[src/match_port_offset_filter_defines.svh]
// ----------------------------------------------------------------------------
// match_port_offset_filter_defines
// Assertion macros used by the file that carries the concurrent checks.
// ----------------------------------------------------------------------------
`ifndef MATCH_PORT_OFFSET_FILTER_DEFINES_SVH
`define MATCH_PORT_OFFSET_FILTER_DEFINES_SVH

// Same-cycle implication, off while reset is high.
`define MPOF_ASSERT_IMPL(lbl, ante, cons) \
  lbl: assert property (@(posedge clk) disable iff (rst) (ante) |-> (cons)) \
    else $error("match_port_offset_filter check failed");

// Next-cycle implication, also checked across reset.
`define MPOF_ASSERT_NEXT(lbl, ante, cons) \
  lbl: assert property (@(posedge clk) (ante) |=> (cons)) \
    else $error("match_port_offset_filter check failed");

`endif

[src/mpof_pkg.sv]
// ----------------------------------------------------------------------------
// mpof_pkg
// Types and constants of the match port and offset filter.
// ----------------------------------------------------------------------------
package mpof_pkg;

  typedef enum logic [1:0] {
    OP_CLEAR  = 2'd0,
    OP_LOAD   = 2'd1,
    OP_HEADER = 2'd2,
    OP_MATCH  = 2'd3
  } op_t;

  localparam logic [1:0] OFF_NONE    = 2'd0;
  localparam logic [1:0] OFF_WITHIN  = 2'd1;
  localparam logic [1:0] OFF_ATLEAST = 2'd2;
  localparam logic [1:0] OFF_EXACT   = 2'd3;

  localparam logic [7:0] PROTO_ICMP   = 8'd1;
  localparam logic [7:0] PROTO_TCP    = 8'd6;
  localparam logic [7:0] PROTO_UDP    = 8'd17;
  localparam logic [7:0] PROTO_ICMPV6 = 8'd58;

  localparam logic [15:0] COUNT_MAX = 16'hFFFF;
  localparam logic [15:0] CAP_RESET = 16'hFFFF;

  typedef struct packed {
    logic [1:0]  opcode;
    logic [15:0] rule_id;
    logic [7:0]  proto;
    logic        req_dir;
    logic [15:0] port;
    logic [15:0] sport;
    logic [7:0]  msg_type;
    logic [7:0]  msg_code;
    logic [1:0]  off_mode;
    logic [15:0] offset_value;
    logic [15:0] body_len;
    logic        last;
  } in_item_t;

  typedef struct packed {
    logic [15:0] out_rule_id;
    logic [15:0] out_match_start;
    logic        kept;
    logic        stored;
    logic [15:0] kept_count;
    logic        out_last;
  } out_item_t;

  typedef struct packed {
    logic [15:0] rule_id;
    logic [7:0]  proto;
    logic        req_dir;
    logic [15:0] port;
    logic [7:0]  msg_type;
    logic [7:0]  msg_code;
    logic [1:0]  off_mode;
    logic [15:0] offset_value;
  } rule_t;

  typedef struct packed {
    logic [7:0]  proto;
    logic [15:0] dport;
    logic [15:0] sport;
    logic [7:0]  msg_type;
    logic [7:0]  msg_code;
    logic [15:0] body_len;
  } header_t;

  typedef struct packed {
    op_t         op;
    rule_t       rule;
    header_t     header;
    logic        last;
  } cmd_t;

  typedef enum logic {
    B_IDLE   = 1'b0,
    B_SEARCH = 1'b1
  } back_state_t;

endpackage

[src/mpof_if.sv]
// ----------------------------------------------------------------------------
// mpof_if
// Valid/ready channels for input items and result items.
// ----------------------------------------------------------------------------
interface mpof_in_if;
  import mpof_pkg::*;
  logic     valid;
  logic     ready;
  in_item_t data;
  modport source (output valid, output data, input ready);
  modport sink (input valid, input data, output ready);
endinterface


[src/mpof_front.sv]
// ----------------------------------------------------------------------------
// mpof_front
// Accepts input items, sorts them into commands and queues them.
// ----------------------------------------------------------------------------
module mpof_front (
  input  logic          clk,
  input  logic          rst,
  mpof_in_if.sink       items,
  output mpof_pkg::cmd_t cmd,
  output logic          cmd_valid,
  input  logic          cmd_pop
);
  import mpof_pkg::*;

  cmd_t       slot [2];
  logic       wr_ptr;
  logic       rd_ptr;
  logic [1:0] fill;
  logic       push;
  cmd_t       cmd_in;

  always_comb begin
    cmd_in                    = '0;
    cmd_in.op                 = op_t'(items.data.opcode);
    cmd_in.last               = items.data.last;
    unique case (op_t'(items.data.opcode))
      OP_LOAD: begin
        cmd_in.rule.rule_id      = items.data.rule_id;
        cmd_in.rule.proto        = items.data.proto;
        cmd_in.rule.req_dir      = items.data.req_dir;
        cmd_in.rule.port         = items.data.port;
        cmd_in.rule.msg_type     = items.data.msg_type;
        cmd_in.rule.msg_code     = items.data.msg_code;
        cmd_in.rule.off_mode     = items.data.off_mode;
        cmd_in.rule.offset_value = items.data.offset_value;
      end
      OP_HEADER: begin
        cmd_in.header.proto    = items.data.proto;
        cmd_in.header.dport    = items.data.port;
        cmd_in.header.sport    = items.data.sport;
        cmd_in.header.msg_type = items.data.msg_type;
        cmd_in.header.msg_code = items.data.msg_code;
        cmd_in.header.body_len = items.data.body_len;
      end
      OP_MATCH: begin
        cmd_in.rule.rule_id      = items.data.rule_id;
        cmd_in.rule.offset_value = items.data.offset_value;
      end
      default: begin
        cmd_in.rule = '0;
      end
    endcase
  end

  assign items.ready = (fill != 2'd2);
  assign push        = items.valid && items.ready;
  assign cmd_valid   = (fill != 2'd0);
  assign cmd         = slot[rd_ptr];

  always_ff @(posedge clk) begin
    if (push) begin
      slot[wr_ptr] <= cmd_in;
    end
  end

  always_ff @(posedge clk) begin
    if (rst) begin
      wr_ptr <= 1'b0;
      rd_ptr <= 1'b0;
      fill   <= 2'd0;
    end else begin
      if (push) begin
        wr_ptr <= ~wr_ptr;
      end
      if (cmd_pop) begin
        rd_ptr <= ~rd_ptr;
      end
      case ({push, cmd_pop})
        2'b10:   fill <= fill + 2'd1;
        2'b01:   fill <= fill - 2'd1;
        default: fill <= fill;
      endcase
    end
  end

endmodule

[src/flat_wrapper.sv]
// flat-port wrapper written by rule: the top's interface ports become plain ports
module mpof_front_flat import mpof_pkg::*;
  (clk, rst, cmd, cmd_valid, cmd_pop, items_valid, items_data, items_ready);
  mpof_in_if items_i ();
  input  logic clk;
  input  logic rst;
  output mpof_pkg::cmd_t cmd;
  output logic cmd_valid;
  input  logic cmd_pop;
  input wire logic [$bits(items_i.valid)-1:0] items_valid;
  input wire logic [$bits(items_i.data)-1:0] items_data;
  output wire logic [$bits(items_i.ready)-1:0] items_ready;
  assign items_i.valid = items_valid;
  assign items_i.data = items_data;
  assign items_ready = items_i.ready;
  mpof_front u_core (.clk(clk), .rst(rst), .items(items_i), .cmd(cmd), .cmd_valid(cmd_valid), .cmd_pop(cmd_pop));
endmodule
[config.mk]
export PLATFORM = sky130hd
export DESIGN_NAME = mpof_front_flat
export DESIGN_NICKNAME = d
export VERILOG_FILES = /design/src/match_port_offset_filter_defines.svh /design/src/mpof_pkg.sv /design/src/mpof_if.sv /design/src/mpof_front.sv /design/src/flat_wrapper.sv
export SDC_FILE = /design/constraint.sdc
export NUM_CORES = 1
export LEC_CHECK = 0
export ABC_AREA = 1
export ABC_CLOCK_PERIOD_IN_PS = 14800
export BUFFER_PORTS_ARGS = -buffer_cell sky130_fd_sc_hd__clkbuf_2
export CORE_AREA = 2 2 148 150
export CTS_BUF_LIST = sky130_fd_sc_hd__clkbuf_2
export DETAILED_ROUTE_END_ITERATION = 7
export DIE_AREA = 0 0 150 152
export PLACE_DENSITY_LB_ADDON = 0.3
export SLEW_MARGIN = 10
export SYNTH_ARGS = -nofsm -noshare
export SYNTH_HDL_FRONTEND = slang
export SYNTH_SLANG_ARGS = --single-unit
[constraint.sdc]
create_clock -name clk -period 14.8 [get_ports clk]
set_input_delay 1.48 -clock clk [delete_from_list [all_inputs] [get_ports clk]]
set_output_delay 1.48 -clock clk [all_outputs]
set_load 0.05 [all_outputs]
==> impl_metrics.toml, run 1 <==
[setup_path]
critPathLaunchType = "flop"
cp.arrival_ps = 3510
crit_required_ps = 13320
crit_buf_inv = 2
cp_top_family = "buffers and inverters"
crit_chain = "buf_4 > mux2_2 > clkbuf_2"
critPathKind = "flop to output port"
reg2reg_from = "u_core.fill[0]"
crit_path_end_kind = "output port"
slowest_stage = "dfxtp_4"
rrSetupSlack_ps = 12140
r2r-end = "u_core.slot[1][51]"
max_stage_delay_ps = 990
crit_fanout = 77
reg2regPathDepth = 5

[grt]
antenna_found_initial = 1
grt_usage = 0.204
grt_pass1_vias = 7222
grt_overflow = 0
grt_pass1_wl_um = 35700
grt_max_degree = 78

[synth]
syn_nets = 888
avgSynthCellArea_sq_um = 16.1
ys_ff_latch = 305
ys_seq_area_frac = 0.730
netlist_area_sq_um = 12500
synth_edf_count = 300
ys_types = 21
yosys_warnings = 0
postSynth.asyncResetShare = 0
syn_inst = 773
synthFlopType = "edfxtp_1"

[detailed_routing]
first_pass_iters = 4
routedWlPerCell_um = 16.5
viasPerCell = 4.94
wirelength_um = 23400
dr_wl_met2_um = 11900
top_layer = "met4"
drt_iter0_drc = 479
drt-met1-wl_um = 9290
met3_length_um = 1690
post-route-drc-count = 0
vias = 7022
ant_nets = 0

[sta]
tightest_slew_ps = 1020
finalHoldViolations = 0
maxSlewViolCount = 0
slew_headroom = 0.317
timing.hold.ws_ps = 528
finalCritPeriodShare = 0.337
finalSetupViolations = 0
rsz0062_at_grt = "false"
clock.fmax_mhz = 200
fin_skew_ps = 59.8
period_minus_slack_ps = 4990
setup_tns_ps = 0

[run]
maxCapViolCount = 0

[clocking]
clock_path_buffers = 3
cts_root_buffer = "clkbuf_2"
cts_resized = 0
cts_tree = "done"
cts_buffers = 74
clk_latency_ps = 820
cts_hold_buf = 0
cts_setup_buffers = 0
clock-sinks = 305
clk_pin_slew_ps = 80
htree_levels = 3

[floorplan]
ios = 266
fp.dieArea_sq_um = 22800
die_y_um = 152
start_util = 0.584
rows = 54
core_area_sq_um = 21400
die_w_um = 150

[min_path]
holdPathEnd = "u_core.rd_ptr"
holdCritPathClass = "flop to flop"
holdCritStartpoint = "u_core.rd_ptr"
min_delay_path_depth = 2

[cells_and_area]
mostFrequentLayoutCells = "clkbuf_2 (378), edfxtp_1 (300), mux2_2 (139)"
nets = 1203
syn_to_final_growth_pct = 16.9
stdcell_area_sq_um = 14600
layout-drive-gt1-share = 0.504
final_common_cell = "clkbuf_2"

[placed_design]
dp_hpwl_um = 14600
placed_cell_area_sq_um = 13900
place.gp.congestion = 0.789
portBuffers = 265

[pwr]
power_density_nw_per_um2 = 135
peakVddDrop_v = 0.0000808
p_total_uw = 1970
p_leak_uw = 0.00625

[outcome]
status = "complete, no violations"
## state kept, by name (all words and copies together), names as in the netlist, named ones only
register,flops
u_core.fill,2
u_core.rd_ptr,1
u_core.slot,300
u_core.wr_ptr,1
## synth_stat cells (2+ instances only)
master    number  area [sq um]
edfxtp_1     300          9010
dfxtp_1        5           100
a21oi_1        2          10.0
nand2_1       39           146
mux2_1        11           124
o21ai_0        2          10.0
inv_1        112           420
buf_6         12           135
mux2_2       139          1570
clkbuf_1       3          11.3
buf_8          4          60.1
buf_2         13          65.1
nor2_1        84           315
nor2_4        40           450
## per-layer routing
| metal | up-vias | global-route usage |
|---|---|---|
| met4 | 0 | 0.0840 |
| met3 | 38 | 0.0580 |
| met1 | 3368 | 0.247 |
| met5 | - | 0 |
| li1 | 3357 | - |
| met2 | 259 | 0.346 |
## how the worst max path moves through the flow
stage	startpoint	endpoint	slack [ps]	depth (start not counted)
after global routing	flop	cmd[91]	9520	3
after detailed placement	flop	cmd[91]	10600	3
final	flop	cmd[91]	9810	3
after CTS	flop	cmd[91]	9730	3
after global placement	flop	cmd[91]	10600	3
after floorplan	items_valid	u_core.slot[0][0]	6300	2
## cells by family (layout without fill, tap and decap cells)
| logic type | Yosys count | after routing | synth area share |
|---|---|---|---|
| AO/OA/AOI/OAI | 4 | 4 | 0.00161 |
| other | 0 | 2 | 0 |
| adder cells (fa/ha/maj) | 1 | 1 | 0.00100 |
| multiplexers | 150 | 150 | 0.135 |
| buffers and inverters | 146 | 513 | 0.0564 |
| flip-flops | 305 | 305 | 0.730 |
| AND/OR/NAND/NOR | 166 | 166 | 0.0746 |
| XOR/XNOR | 1 | 1 | 0.000702 |
## area by class of cell
type	count	area, sq um
multi-input combinational	322	2680
antenna	2	5.00
tap	280	350
sequential	305	9110
fill	1569	6780
inverter	113	424
timing repair buffer	272	1380
clock buffer	113	566
clock inverter	15	57.6
## stage by stage
stage / setup WS (ps) / util / instances
finish: 9810 / 0.683 / 1422
floorplan: 6300 / - / 773
CTS: 9730 / 0.682 / 1420
detailed placement: 10600 / 0.653 / 1292
global route: 9520 / 0.683 / 1422
global placement: 10600 / 0.653 / 1292
## worst reg2reg max path, stage by stage, from the launching register on
cell and delay, ps:
dfxtp_1 430, inv_1 80, nand2_1 120, nand2_1 180, nor2_4 610, buf_4 800
## power by group
| part | internal, uW | switching (uW) |
|---|---|---|
| Sequential | 1020 | 23.8 |
| Combinational | 107 | 312 |
| Clock | 200 | 301 |
| Total | 1330 | 638 |
(Power assumes the default switching activity.)
==> run 2, diff against run 1 <==
--- a/config.mk
+++ b/config.mk
@@ -6,12 +6,12 @@
 export NUM_CORES = 1
 export LEC_CHECK = 0
 export ABC_AREA = 1
-export ABC_CLOCK_PERIOD_IN_PS = 14800
+export ABC_CLOCK_PERIOD_IN_PS = 5000
 export BUFFER_PORTS_ARGS = -buffer_cell sky130_fd_sc_hd__clkbuf_2
-export CORE_AREA = 2 2 148 150
+export CORE_AREA = 2 2 153 155
 export CTS_BUF_LIST = sky130_fd_sc_hd__clkbuf_2
 export DETAILED_ROUTE_END_ITERATION = 7
-export DIE_AREA = 0 0 150 152
+export DIE_AREA = 0 0 155 157
 export PLACE_DENSITY_LB_ADDON = 0.3
 export SLEW_MARGIN = 10
 export SYNTH_ARGS = -nofsm -noshare
==> constraint.sdc (replaced) <==
create_clock -name clk -period 5 [get_ports clk]
set_input_delay 0.5 -clock clk [delete_from_list [all_inputs] [get_ports clk]]
set_output_delay 0.5 -clock clk [all_outputs]
set_load 0.05 [all_outputs]
==> run 2 against run 1 <==
Total power grew to 3.1 times the previous value. Sequential share of layout area down 4.8 points. Setup slack got worse by 8000 ps. First-iteration DRC count shrank 6.9%. Core utilization is 1.9 points higher. Clock skew fell by 10 ps. Cell area increased by 8.3%. Critical path depth did not move. Via count up 7.8%. Global-route usage increased by 0.77 points.
==> impl_metrics.toml, run 2 (synthesis results as in run 1) <==
[min_path]
holdCritPathClass = "primary input to flop"
min_delay_path_depth = 3

[setup_path]
critPathKind = "flop to output port"
critPathLaunchType = "flop"
reg2regPathDepth = 6
cp.arrival_ps = 2700
crit_required_ps = 4500
crit_path_end_kind = "output port"
crit_fanout = 59

[floorplan]
core_area_sq_um = 22500
rows = 55
fp.dieArea_sq_um = 24300
start_util = 0.554
die_w_um = 155
ios = 266
die_y_um = 157

[sta]
rsz0062_at_grt = "false"
fin_skew_ps = 49.4
fin_ws_ps = 1800
period_minus_slack_ps = 3200
maxSlewViolCount = 0
finalSetupViolations = 0
finalCritPeriodShare = 0.639
tightest_slew_ps = 959
finalHoldViolations = 0
slew_headroom = 0.358
clock.fmax_mhz = 313

[cells_and_area]
nets = 1320
mostFrequentLayoutCells = "clkbuf_2 (379), edfxtp_1 (300), mux2_2 (139)"
largest_reg_flops = 300
multi_input_area_sq_um = 2680
regMostFlops = "u_core.slot"
reg_top3 = "u_core.slot x300, u_core.fill x2"
regArea_sq_um = 9110
final_common_cell = "clkbuf_2"
layout-drive-gt1-share = 0.462
fillers = 1556
instances_no_fill = 1543
syn_to_final_growth_pct = 26.5

[clocking]
clk_latency_ps = 810
cts_setup_buffers = 0
cts_tree = "done"
clock_path_buffers = 3
clk_pin_slew_ps = 100
htree_levels = 3
clock-sinks = 305
cts_buffers = 76
cts_resized = 0
cts_root_buffer = "clkbuf_2"

[pwr]
p_leak_uw = 0.00675
peakVddDrop_v = 0.000237
power_density_nw_per_um2 = 381
p_total_uw = 6020

[detailed_routing]
post-route-drc-count = 0
routedWlPerCell_um = 16.7
vias = 7571
ant_nets = 0
wirelength_um = 25800
drt_iter0_drc = 446
first_pass_iters = 5
viasPerCell = 4.91

[grt]
grt_max_degree = 126
gr-usage-met3 = 0.0661
groute.layer.met2.usage = 0.363
grt_pass1_vias = 8023
grt_use_met1 = 0.245
grt_overflow = 0
antenna_found_initial = 1
grt_usage = 0.212
top_usage_layer = "met2"
grt_pass1_wl_um = 39900

[placed_design]
place_ws_ps = 2120
placed_cells = 1299
dp_hpwl_um = 14600
place.gp.congestion = 0.759
portBuffers = 265

[run]
maxCapViolCount = 0

[outcome]
status = "complete, no violations"
run 2: cell types whose count changed in the layout (fill, tap and decap cells not counted), sizes merged:
| cell | change |
|---|---|
| buf | +2 |
| clkinv | -2 |
| inv | +1 |
| bufinv | +1 |
| dlygate4sd3 | +113 |
| clkbuf | +1 |
run 2: path summary, 6_finish.rpt:
check                           slack, ps            from             endpoint
worst min register to register        540   u_core.rd_ptr                 flop
worst max register to register       2450  u_core.fill[0]  u_core.slot[0][110]
worst min-delay path                  450             rst                 flop
worst max-delay path                 1800            flop              cmd[70]
run 2: cell type report:
cell class	instances	share of cell area
antenna	2	0.000317
clock buffer	114	0.0361
clock inverter	15	0.00531
inverter	113	0.0269
multi-input combinational	322	0.170
sequential	305	0.577
tap	285	0.0226
timing repair buffer	387	0.162
run 2: worst max-delay path: stages, from the launching register on:
cell      delay (ps)
dfxtp_4          500
buf_4            680
mux2_2           440
clkbuf_2         240
run 2: per-layer routing:
| metal | vias up | share of wire |
|---|---|---|
| met5 | - | 0 |
| li1 | 3602 | - |
| met3 | 54 | 0.074 |
| met2 | 282 | 0.51 |
| met4 | 0 | 0.029 |
| met1 | 3633 | 0.39 |
run 2: per-stage QoR:
stage               hold slack (ps)  setup TNS [ps]  cell area, sq um   util
finish                          450               0             15800  0.701
global route                    367               0             15800  0.701
CTS                             337               0             15800  0.701
detailed placement              488               0             14000  0.622
global placement                484               0             14000  0.622
floorplan                       463         -119500             12500      -
run 2: power breakdown:
part	internal [uW]	total (uW)	leakage, uW	switching, uW
Clock	650	1580	0.000523	930
Sequential	3030	3080	0.00294	49.6
Combinational	379	1360	0.00330	979
Total	4060	6020	0.00675	1960
run 2: repair_timing:
item,CTS,global route
hold endpoints to repair,242,0
hold buffers,113,0
endpoints found under the setup margin,0,0
